## src/rtl/smm_pkg.sv

```systemverilog
// Shared types, constants and helper functions of the serial bank switch mapper.
`default_nettype none

package smm_pkg;

   localparam int unsigned MAX_PRG_BANKS = 32;
   localparam int unsigned MAX_CHR_BANKS = 16;

   localparam int unsigned PRG_CNT_W = 6;
   localparam int unsigned CHR_CNT_W = 5;
   localparam int unsigned BANK_W    = 5;
   localparam int unsigned DIVR_W    = 6;
   localparam int unsigned ADDR_W    = 16;
   localparam int unsigned DATA_W    = 8;
   localparam int unsigned PHYS_W    = 19;
   localparam int unsigned MIRROR_W  = 2;
   localparam int unsigned CSR_IDX_W = 1;
   localparam int unsigned CSR_DAT_W = 6;

   localparam logic [BANK_W-1:0] SHIFT_EMPTY = 5'h10;

   // Configuration register indexes.
   localparam logic [CSR_IDX_W-1:0] CSR_PRG_BANK_COUNT = 1'b0;
   localparam logic [CSR_IDX_W-1:0] CSR_CHR_BANK_COUNT = 1'b1;

   localparam logic [PRG_CNT_W-1:0] PRG_COUNT_RESET = 6'd2;
   localparam logic [CHR_CNT_W-1:0] CHR_COUNT_RESET = 5'd1;

   // Program modes that switch a single 16 KiB slot; the others switch a 32 KiB pair.
   localparam logic [1:0] PRG_MODE_SWITCH_HIGH = 2'd2;
   localparam logic [1:0] PRG_MODE_SWITCH_LOW  = 2'd3;

   typedef enum logic [2:0] {
      TGT_NONE   = 3'd0,
      TGT_CHR    = 3'd1,
      TGT_SRAM   = 3'd2,
      TGT_PRG    = 3'd3,
      TGT_MAPREG = 3'd4
   } target_type;

   // Mapper register chosen by bus address bits 14:13 of a serial write.
   typedef enum logic [1:0] {
      SEL_CONTROL = 2'd0,
      SEL_CHR0    = 2'd1,
      SEL_CHR1    = 2'd2,
      SEL_PRG     = 2'd3
   } reg_sel_type;

   typedef enum logic [1:0] {
      ST_IDLE     = 2'd0,
      ST_EXEC     = 2'd1,
      ST_MOD_WAIT = 2'd2,
      ST_RESULT   = 2'd3
   } ctrl_state_type;

   typedef struct packed {
      logic load_item;
      logic exec;
      logic commit;
      logic load_rsp;
   } ctrl_cmd_type;

   typedef struct packed {
      logic need_mod;
      logic mod_done;
      logic rsp_free;
   } dp_status_type;

   // Program bank count with zero taken as one and the top saturated.
   function automatic logic [PRG_CNT_W-1:0] eff_prg(input logic [PRG_CNT_W-1:0] cnt);
      logic [PRG_CNT_W-1:0] n;
      n = cnt;
      if (cnt == '0) begin
         n = PRG_CNT_W'(1);
      end else if (cnt > PRG_CNT_W'(MAX_PRG_BANKS)) begin
         n = PRG_CNT_W'(MAX_PRG_BANKS);
      end
      return n;
   endfunction

   // Character bank count in 8 KiB units, limited in the same way.
   function automatic logic [CHR_CNT_W-1:0] eff_chr(input logic [CHR_CNT_W-1:0] cnt);
      logic [CHR_CNT_W-1:0] n;
      n = cnt;
      if (cnt == '0) begin
         n = CHR_CNT_W'(1);
      end else if (cnt > CHR_CNT_W'(MAX_CHR_BANKS)) begin
         n = CHR_CNT_W'(MAX_CHR_BANKS);
      end
      return n;
   endfunction

endpackage

`default_nettype wire

```

## src/rtl/smm_mod.sv

```systemverilog
// Bit-serial remainder unit: reduces a bank index modulo a bank count.
`default_nettype none

module smm_mod
   import smm_pkg::*;
(
   input  wire logic              clock,
   input  wire logic              reset,
   input  wire logic              start,
   input  wire logic [BANK_W-1:0] dividend,
   input  wire logic [DIVR_W-1:0] divisor,
   output logic                   done,
   output logic [BANK_W-1:0]      remainder
);

   logic              busy_ff;
   logic              done_ff;
   logic [2:0]        step_ff;
   logic [BANK_W-1:0] dvd_ff;
   logic [DIVR_W-1:0] dvs_ff;
   logic [DIVR_W-1:0] rem_ff;
   logic [DIVR_W-1:0] shifted;
   logic [DIVR_W-1:0] rem_in;

   // The partial remainder stays below the divisor, so it fits in five bits before the shift.
   always_comb begin
      shifted = {rem_ff[BANK_W-1:0], dvd_ff[BANK_W-1]};
      rem_in  = (shifted >= dvs_ff) ? (shifted - dvs_ff) : shifted;
   end

   always_ff @(posedge clock) begin
      if (reset) begin
         busy_ff <= 1'b0;
         done_ff <= 1'b0;
         step_ff <= '0;
      end else begin
         done_ff <= 1'b0;
         if (start) begin
            busy_ff <= 1'b1;
            step_ff <= '0;
         end else if (busy_ff) begin
            step_ff <= step_ff + 3'd1;
            if (step_ff == 3'(BANK_W - 1)) begin
               busy_ff <= 1'b0;
               done_ff <= 1'b1;
            end
         end
      end
   end

   always_ff @(posedge clock) begin
      if (start) begin
         dvd_ff <= dividend;
         dvs_ff <= divisor;
         rem_ff <= '0;
      end else if (busy_ff) begin
         dvd_ff <= {dvd_ff[BANK_W-2:0], 1'b0};
         rem_ff <= rem_in;
      end
   end

   assign done      = done_ff;
   assign remainder = rem_ff[BANK_W-1:0];

endmodule

`default_nettype wire

```

## src/rtl/smm_dp.sv

```systemverilog
// Datapath: mapper registers, address translation, serial register and result register.
`default_nettype none

module smm_dp
   import smm_pkg::*;
(
   input  wire logic                 clock,
   input  wire logic                 reset,
   input  wire ctrl_cmd_type         cmd,
   output dp_status_type             status,
   input  wire logic [23:0]          req_tdata,
   input  wire logic                 req_tuser,
   output logic [23:0]               rsp_tdata,
   output logic [2:0]                rsp_tuser,
   output logic                      rsp_tvalid,
   input  wire logic                 rsp_tready,
   input  wire logic                 csr_valid,
   input  wire logic                 csr_ready,
   input  wire logic [CSR_IDX_W-1:0] csr_index,
   input  wire logic [CSR_DAT_W-1:0] csr_wdata
);

   // Captured bus access.
   logic              item_action_ff;
   logic [ADDR_W-1:0] item_addr_ff;
   logic [DATA_W-1:0] item_data_ff;

   // Mapper state.
   logic [PRG_CNT_W-1:0] prg_count_ff;
   logic [CHR_CNT_W-1:0] chr_count_ff;
   logic [BANK_W-1:0]    shift_ff;
   logic [1:0]           prg_mode_ff;
   logic                 chr_mode_ff;
   logic [MIRROR_W-1:0]  mirror_ff;
   logic [MIRROR_W-1:0]  mirror_in;
   logic [BANK_W-1:0]    chr_slot_ff [2];
   logic [BANK_W-1:0]    prg_slot_ff [2];
   reg_sel_type          pend_sel_ff;

   // Result register.
   logic              rsp_valid_ff;
   logic [23:0]       rsp_tdata_ff;
   logic [2:0]        rsp_tuser_ff;

   logic [PRG_CNT_W-1:0] prg_eff;
   logic [DIVR_W-1:0]    chr_eff4;
   logic [PRG_CNT_W-1:0] new_prg_eff;
   logic [CHR_CNT_W-1:0] new_chr_eff;
   logic                 csr_write;

   logic [BANK_W-1:0] shift_value;
   logic              serial_wr;
   logic              commit_now;
   reg_sel_type       sel;
   logic              need_mod;
   logic              mod_start;
   logic [BANK_W-1:0] mod_dividend;
   logic [DIVR_W-1:0] mod_divisor;
   logic              mod_done;
   logic [BANK_W-1:0] mod_rem;
   logic [DIVR_W-1:0] rem_plus;
   logic [BANK_W-1:0] prg_pair_hi;

   target_type        res_target;
   logic [PHYS_W-1:0] res_phys;
   logic              res_write;

   assign prg_eff     = eff_prg(prg_count_ff);
   assign chr_eff4    = {eff_chr(chr_count_ff), 1'b0};
   assign new_prg_eff = eff_prg(csr_wdata);
   assign new_chr_eff = eff_chr(csr_wdata[CHR_CNT_W-1:0]);
   assign csr_write   = csr_valid && csr_ready;

   // Serial register decode for the captured access.
   always_comb begin
      shift_value = {item_data_ff[0], shift_ff[BANK_W-1:1]};
      serial_wr   = item_action_ff && item_addr_ff[15];
      commit_now  = serial_wr && !item_data_ff[7] && shift_ff[0];
      sel         = reg_sel_type'(item_addr_ff[14:13]);
      need_mod    = commit_now && (sel != SEL_CONTROL) &&
                    !((sel == SEL_CHR1) && !chr_mode_ff);
      mod_start   = cmd.exec && need_mod;
      if (sel == SEL_PRG) begin
         mod_divisor  = prg_eff;
         mod_dividend = prg_mode_ff[1] ? {1'b0, shift_value[3:0]}
                                       : {1'b0, shift_value[3:1], 1'b0};
      end else begin
         mod_divisor  = chr_eff4;
         mod_dividend = chr_mode_ff ? shift_value : {shift_value[4:1], 1'b0};
      end
      if (cmd.exec && commit_now && (sel == SEL_CONTROL)) begin
         mirror_in = shift_value[1:0];
      end else begin
         mirror_in = mirror_ff;
      end
   end

   smm_mod u_mod (
      .clock     (clock),
      .reset     (reset),
      .start     (mod_start),
      .dividend  (mod_dividend),
      .divisor   (mod_divisor),
      .done      (mod_done),
      .remainder (mod_rem)
   );

   // Upper bank of a 32 KiB program pair wraps to zero at the bank count.
   always_comb begin
      rem_plus    = {1'b0, mod_rem} + DIVR_W'(1);
      prg_pair_hi = (rem_plus == prg_eff) ? '0 : rem_plus[BANK_W-1:0];
   end

   always_ff @(posedge clock) begin
      if (cmd.load_item) begin
         item_addr_ff   <= req_tdata[15:0];
         item_data_ff   <= req_tdata[23:16];
         item_action_ff <= req_tuser;
      end
   end

   always_ff @(posedge clock) begin
      if (reset) begin
         prg_count_ff   <= PRG_COUNT_RESET;
         chr_count_ff   <= CHR_COUNT_RESET;
         shift_ff       <= SHIFT_EMPTY;
         prg_mode_ff    <= '0;
         chr_mode_ff    <= 1'b0;
         mirror_ff      <= '0;
         chr_slot_ff[0] <= '0;
         chr_slot_ff[1] <= BANK_W'(CHR_COUNT_RESET - 5'd1);
         prg_slot_ff[0] <= '0;
         prg_slot_ff[1] <= BANK_W'(PRG_COUNT_RESET - 6'd1);
         pend_sel_ff    <= SEL_CONTROL;
      end else begin
         mirror_ff <= mirror_in;
         if (csr_write) begin
            unique case (csr_index)
               CSR_PRG_BANK_COUNT: begin
                  prg_count_ff   <= csr_wdata;
                  prg_slot_ff[0] <= '0;
                  prg_slot_ff[1] <= BANK_W'(new_prg_eff - 6'd1);
               end
               CSR_CHR_BANK_COUNT: begin
                  chr_count_ff   <= csr_wdata[CHR_CNT_W-1:0];
                  chr_slot_ff[0] <= '0;
                  chr_slot_ff[1] <= BANK_W'(new_chr_eff - 5'd1);
               end
               default: begin
               end
            endcase
         end
         if (cmd.exec && serial_wr) begin
            if (item_data_ff[7] || shift_ff[0]) begin
               shift_ff <= SHIFT_EMPTY;
            end else begin
               shift_ff <= shift_value;
            end
            if (commit_now && (sel == SEL_CONTROL)) begin
               prg_mode_ff <= shift_value[3:2];
               chr_mode_ff <= shift_value[4];
            end
            pend_sel_ff <= sel;
         end
         if (cmd.commit) begin
            if (pend_sel_ff == SEL_PRG) begin
               case (prg_mode_ff)
                  PRG_MODE_SWITCH_HIGH: prg_slot_ff[1] <= mod_rem;
                  PRG_MODE_SWITCH_LOW:  prg_slot_ff[0] <= mod_rem;
                  default: begin
                     prg_slot_ff[0] <= mod_rem;
                     prg_slot_ff[1] <= prg_pair_hi;
                  end
               endcase
            end else if (!chr_mode_ff) begin
               // Even remainder of an even count: the odd partner never wraps.
               chr_slot_ff[0] <= mod_rem;
               chr_slot_ff[1] <= {mod_rem[BANK_W-1:1], 1'b1};
            end else if (pend_sel_ff == SEL_CHR1) begin
               chr_slot_ff[1] <= mod_rem;
            end else begin
               chr_slot_ff[0] <= mod_rem;
            end
         end
      end
   end

   // Address translation from the captured access and the current banks.
   always_comb begin
      res_target = TGT_NONE;
      res_phys   = '0;
      res_write  = 1'b0;
      if (item_addr_ff[15:13] == 3'b000) begin
         res_target = TGT_CHR;
         res_phys   = {2'b00, chr_slot_ff[item_addr_ff[12]], item_addr_ff[11:0]};
         res_write  = item_action_ff;
      end else if (item_addr_ff[15:13] == 3'b011) begin
         res_target = TGT_SRAM;
         res_phys   = {6'b0, item_addr_ff[12:0]};
         res_write  = item_action_ff;
      end else if (item_addr_ff[15]) begin
         if (item_action_ff) begin
            res_target = TGT_MAPREG;
            res_write  = 1'b1;
         end else begin
            res_target = TGT_PRG;
            res_phys   = {prg_slot_ff[item_addr_ff[14]], item_addr_ff[13:0]};
         end
      end
   end

   always_ff @(posedge clock) begin
      if (reset) begin
         rsp_valid_ff <= 1'b0;
      end else if (cmd.load_rsp) begin
         rsp_valid_ff <= 1'b1;
      end else if (rsp_tready) begin
         rsp_valid_ff <= 1'b0;
      end
   end

   always_ff @(posedge clock) begin
      if (cmd.load_rsp) begin
         rsp_tdata_ff <= {2'b00, mirror_in, res_write, res_phys};
         rsp_tuser_ff <= res_target;
      end
   end

   assign rsp_tvalid      = rsp_valid_ff;
   assign rsp_tdata       = rsp_tdata_ff;
   assign rsp_tuser       = rsp_tuser_ff;
   assign status.need_mod = need_mod;
   assign status.mod_done = mod_done;
   assign status.rsp_free = !rsp_valid_ff || rsp_tready;

endmodule

`default_nettype wire

```

## src/rtl/smm_ctrl.sv

```systemverilog
// Controller: sequences accept, execute, bank reduction and result transfer for one access.
`default_nettype none

module smm_ctrl
   import smm_pkg::*;
(
   input  wire logic          clock,
   input  wire logic          reset,
   input  wire logic          req_tvalid,
   output logic               req_tready,
   input  wire dp_status_type status,
   output ctrl_cmd_type       cmd
);

   ctrl_state_type state_ff;
   ctrl_state_type state_in;

   always_ff @(posedge clock) begin
      if (reset) begin
         state_ff <= ST_IDLE;
      end else begin
         state_ff <= state_in;
      end
   end

   always_comb begin
      cmd        = '0;
      state_in   = state_ff;
      req_tready = (state_ff == ST_IDLE);
      unique case (state_ff)
         ST_IDLE: begin
            if (req_tvalid) begin
               cmd.load_item = 1'b1;
               state_in      = ST_EXEC;
            end
         end
         ST_EXEC: begin
            cmd.exec = 1'b1;
            if (status.need_mod) begin
               state_in = ST_MOD_WAIT;
            end else if (status.rsp_free) begin
               cmd.load_rsp = 1'b1;
               state_in     = ST_IDLE;
            end else begin
               state_in = ST_RESULT;
            end
         end
         ST_MOD_WAIT: begin
            if (status.mod_done) begin
               cmd.commit = 1'b1;
               state_in   = ST_RESULT;
            end
         end
         ST_RESULT: begin
            if (status.rsp_free) begin
               cmd.load_rsp = 1'b1;
               state_in     = ST_IDLE;
            end
         end
         default: begin
            state_in = ST_IDLE;
         end
      endcase
   end

endmodule

`default_nettype wire

```

## src/rtl/serial_bank_switch_mapper.sv

```systemverilog
// Top level of the serial bank switch mapper: controller and datapath.
`default_nettype none

// Translates one bus access at a time into a target memory and a byte address, and feeds
// writes at 0x8000 and above into the five-bit serial register that loads the control,
// character bank and program bank registers. An access that does not complete a bank
// register has its result registered at the edge after its transfer, provided the result
// register is free, and the next access can then be taken. The fifth write to a bank
// register passes the execute, remainder-wait and result states before its result is
// registered; in the remainder-wait state the bit-serial remainder unit reduces the bank
// index modulo the bank count, one bit a cycle. A busy result register holds a result back
// while it stays full. The result register lets the next access be taken while a result
// waits. The user must write bank counts through the csr port only while no access is in
// progress; the block itself does not enforce this.

module serial_bank_switch_mapper
   import smm_pkg::*;
(
   input  wire logic                 clock,
   input  wire logic                 reset,
   input  wire logic                 req_tvalid,
   output logic                      req_tready,
   input  wire logic [23:0]          req_tdata,  // bus_addr[15:0], wr_data[23:16]
   input  wire logic                 req_tuser,  // action
   output logic                      rsp_tvalid,
   input  wire logic                 rsp_tready,
   output logic [23:0]               rsp_tdata,  // phys_addr[18:0], is_write[19], mirroring[21:20]
   output logic [2:0]                rsp_tuser,  // target
   input  wire logic                 csr_valid,
   output logic                      csr_ready,
   input  wire logic [CSR_IDX_W-1:0] csr_index,
   input  wire logic [CSR_DAT_W-1:0] csr_wdata
);

   ctrl_cmd_type  cmd;
   dp_status_type status;

   assign csr_ready = 1'b1;

   smm_ctrl u_ctrl (
      .clock      (clock),
      .reset      (reset),
      .req_tvalid (req_tvalid),
      .req_tready (req_tready),
      .status     (status),
      .cmd        (cmd)
   );

   smm_dp u_dp (
      .clock      (clock),
      .reset      (reset),
      .cmd        (cmd),
      .status     (status),
      .req_tdata  (req_tdata),
      .req_tuser  (req_tuser),
      .rsp_tdata  (rsp_tdata),
      .rsp_tuser  (rsp_tuser),
      .rsp_tvalid (rsp_tvalid),
      .rsp_tready (rsp_tready),
      .csr_valid  (csr_valid),
      .csr_ready  (csr_ready),
      .csr_index  (csr_index),
      .csr_wdata  (csr_wdata)
   );

endmodule

`default_nettype wire
```

## config.mk

```make
export PLATFORM = sky130hd
export DESIGN_NAME = serial_bank_switch_mapper
export DESIGN_NICKNAME = d
export VERILOG_FILES = /design/src/rtl/smm_pkg.sv /design/src/rtl/smm_mod.sv /design/src/rtl/smm_dp.sv /design/src/rtl/smm_ctrl.sv /design/src/rtl/serial_bank_switch_mapper.sv
export SDC_FILE = /design/constraint.sdc
export NUM_CORES = 1
export LEC_CHECK = 0
export ABC_AREA = 1
export BUFFER_PORTS_ARGS = -buffer_cell sky130_fd_sc_hd__clkbuf_2
export CORE_MARGIN = 2
export CORE_UTILIZATION = 52
export CTS_CLUSTER_SIZE = 25
export DETAILED_ROUTE_END_ITERATION = 16
export PLACE_DENSITY = 0.76
export SLEW_MARGIN = 20
export SYNTH_ARGS = -nofsm -noshare
export SYNTH_HDL_FRONTEND = slang
export SYNTH_SLANG_ARGS = --single-unit
export TNS_END_PERCENT = 50
```

## constraint.sdc

```tcl
create_clock -name clock -period 2.1 [get_ports clock]
set_input_delay 0.63 -clock clock [delete_from_list [all_inputs] [get_ports clock]]
set_output_delay 0.63 -clock clock [all_outputs]
set_load 0.005 [all_outputs]
```

==> results.md <==
* Result of the run: completed
* Routability Congestion at ~0.9
* Drt total wl at approximately 11,000 um
* # port buffers at 57
* Via-to-Cell Ratio at just over 5
* DRT iter0 DRCs at 305
* Synth top area share at a little over two fifths
* Post-synth cell types at 50
* Post-route design area at about 6300 um2
* Most common cell in the netlist: nand2_1
* Initial Util at 53.9%
* Pwr/cell area at about 1000 nW/um2
* #FFs+latches synth at ~110
* Pin count of the biggest net entering global routing at 24
* Synth area leader: edfxtp_1
* Worst-case clock buffer depth at 2
* Inserted Diodes at 0
* DP Cell Count at ~760
* Final min period at between 1500 and 2000 ps
* Arr. time, crit path at ~2300 ps
* Lkg Pwr at ~0.0028 uW
* Tot Pwr at around 6400 uW
* Top FF cell, synth: edfxtp_1
* Required @ worst endpoint at 2540 ps
* Row cnt at 36
* Initial antenna violation count at 0
* Gr ovfl total at 0
* IO Count at 67
* Final Skew at just over 8 ps
* HP Class: in2reg
* Detail Route Antenna Nets at 0
* CTS tree: built
* DP HPWL at between 8000 and 9000 um
* Die height at 105 um
* Inserted Clock Buffers at 17
* Post-CTS Hold Buffers at 0
* Final Hold Viols at 0
* Clock latency on the worst-skew pair at between 500 and 600 ps
* GRT Total Usage at 21.4%
* First-pass GRT wire length at 18,400 um
* H-tree depth at 4
* Worst Setup Start Kind: flop
* Post-synth EDFFs at 75
* Crit Path Class: reg2reg
* CTS Sinks at 113
* Setup repair after global routing missed its margin: false
* Post-route setup TNS at 0 ps
* Clk slew on worst S/H paths at about 50 ps
* Setup Viol. Count Final at 0
* Tcrit/Tclk final at between 90% and 100%
* Post-CTS resize count at 0
* Avg Cell Area, Syn at around 9.3 um2
* Share of cells above drive strength 1 at approximately a fifth
* Gate Count Post-Synth at 567
* Post-Syn Area at around 5300 um2
* Final setup margin at 206 ps
* WL/cell at roughly 14 um
* Warnings from Yosys at 0
* Synth top area cells: edfxtp_1, dfxtp_1, nand2_1, inv_1, nor2_1
* CTS root buffer: clkbuf_8
* Layout area overhead at 19.6%
* Setup Fix Bufs, Post-CTS at 0
* Commonest cells post-synth: nand2_1, inv_1, edfxtp_1
* Maximum vdd drop at 0.573 mV
* Die Footprint at around 11,000 um2
* Die W at between 100 and 150 um
* Crit-path max FO at 11
* Final Max Slew Viols at 0
* Max cap viols at 0
* Fraction of registers with async set/reset at 0%
* Pre-CTS setup slack at 11.0 ps
* Nets at ~690
* Dpl cell area at between 5000 and 6000 um2
* Vias in the first global route at 3,872
* Layout Cells excl Fill at ~800
* Fmax at 528 MHz
* CP Capture Type: flop
* Core Footprint at between 9000 and 10,000 um2
* Residual DRC count at 0
* Register area share after synthesis at around 57%
* Drt first pass iters at 4
* Routed vias at roughly 4.1k
path summary, 6_finish.rpt:
kind                                             from                     to  slack (ps)  cells past startpoint
worst max-delay path             u_dp.u_mod.rem_ff[2]   u_dp.u_mod.rem_ff[3]         210                      7
worst min-delay path                     req_tdata[3]   u_dp.item_addr_ff[3]         290                      1
worst max register to register   u_dp.u_mod.rem_ff[2]   u_dp.u_mod.rem_ff[3]         210                      7
worst min register to register  u_dp.u_mod.step_ff[2]  u_dp.u_mod.step_ff[2]         480                      2
cell families (layout without fill, tap and decap cells):
family	Yosys count	in the layout	synth area share (%)
buffers and inverters	108	197	8.16
and+or+nand+nor	229	229	19.7
muxes	3	3	0.615
adders and majority gates	12	12	2.98
DFF	113	113	56.9
xor gates and xnor gates	5	5	0.828
AOI/OAI and AO/OA	95	95	10.6
other	2	3	0.142
sequential cells by signal, indices dropped and copies added (netlist names), 5 cells and up, named ones only:
signal,flops
u_dp.prg_count_ff,6
u_dp.prg_slot_ff,10
u_dp.u_mod.dvs_ff,6
u_dp.rsp_tdata,22
u_dp.u_mod.rem_ff,5
u_dp.u_mod.dvd_ff,5
u_dp.chr_slot_ff,10
u_dp.item_addr_ff,16
u_dp.shift_ff,5
u_dp.chr_count_ff,5
final cells by class:
class / instances / area, um2
timing repair buffer: 71 / 390
fill: 790 / 3490
multi-input combinational: 347 / 1850
clock inverter: 12 / 119
tap: 133 / 166
clock buffer: 19 / 422
sequential: 113 / 3010
inverter: 95 / 364
metrics by stage:
stage	utilization, %	hold slack [ps]
floorplan	-	429
global placement	58.9	451
detailed placement	58.9	466
CTS	64.4	278
global route	64.4	277
finish	64.4	289
report_power, final:
group          switching (uW)  internal (uW)
Sequential                136           2650
Combinational             627            357
Clock                     961           1660
worst max-delay path, stage by stage (launching register included):
cell and delay (ps):
dfxtp_1 550, ha_1 350, a21oi_1 200, o21a_1 200, nand3_1 210, nand2_1 130, nand2_1 50, o21ai_1 130
layout by cell type (no fill, tap or decap), types with 4 or more instances in the layout:
| cell | instances |
|---|---|
| o21ai_0 | 28 |
| clkbuf_16 | 16 |
| nand4_1 | 10 |
| dfxtp_1 | 38 |
| nand3_2 | 4 |
| nand3_1 | 31 |
| clkinv_2 | 4 |
| nand2_1 | 97 |
| edfxtp_1 | 75 |
| ha_1 | 11 |
| buf_4 | 14 |
| nor3_1 | 4 |
| clkbuf_2 | 57 |
| a21oi_1 | 27 |
| inv_2 | 6 |
| nor2_1 | 67 |
| inv_1 | 87 |
| o21ai_1 | 5 |
| o22ai_1 | 14 |
per-layer routing:
layer | global-route usage (%) | routed length (um) | vias up
li1 | - | - | 2058
met1 | 27.3 | 4980 | 1889
met2 | 35.5 | 5430 | 139
met3 | 5.12 | 621 | 10
met4 | 7.81 | 95 | 0
met5 | 0 | 0 | -
Power figures use the tool's default switching activity.
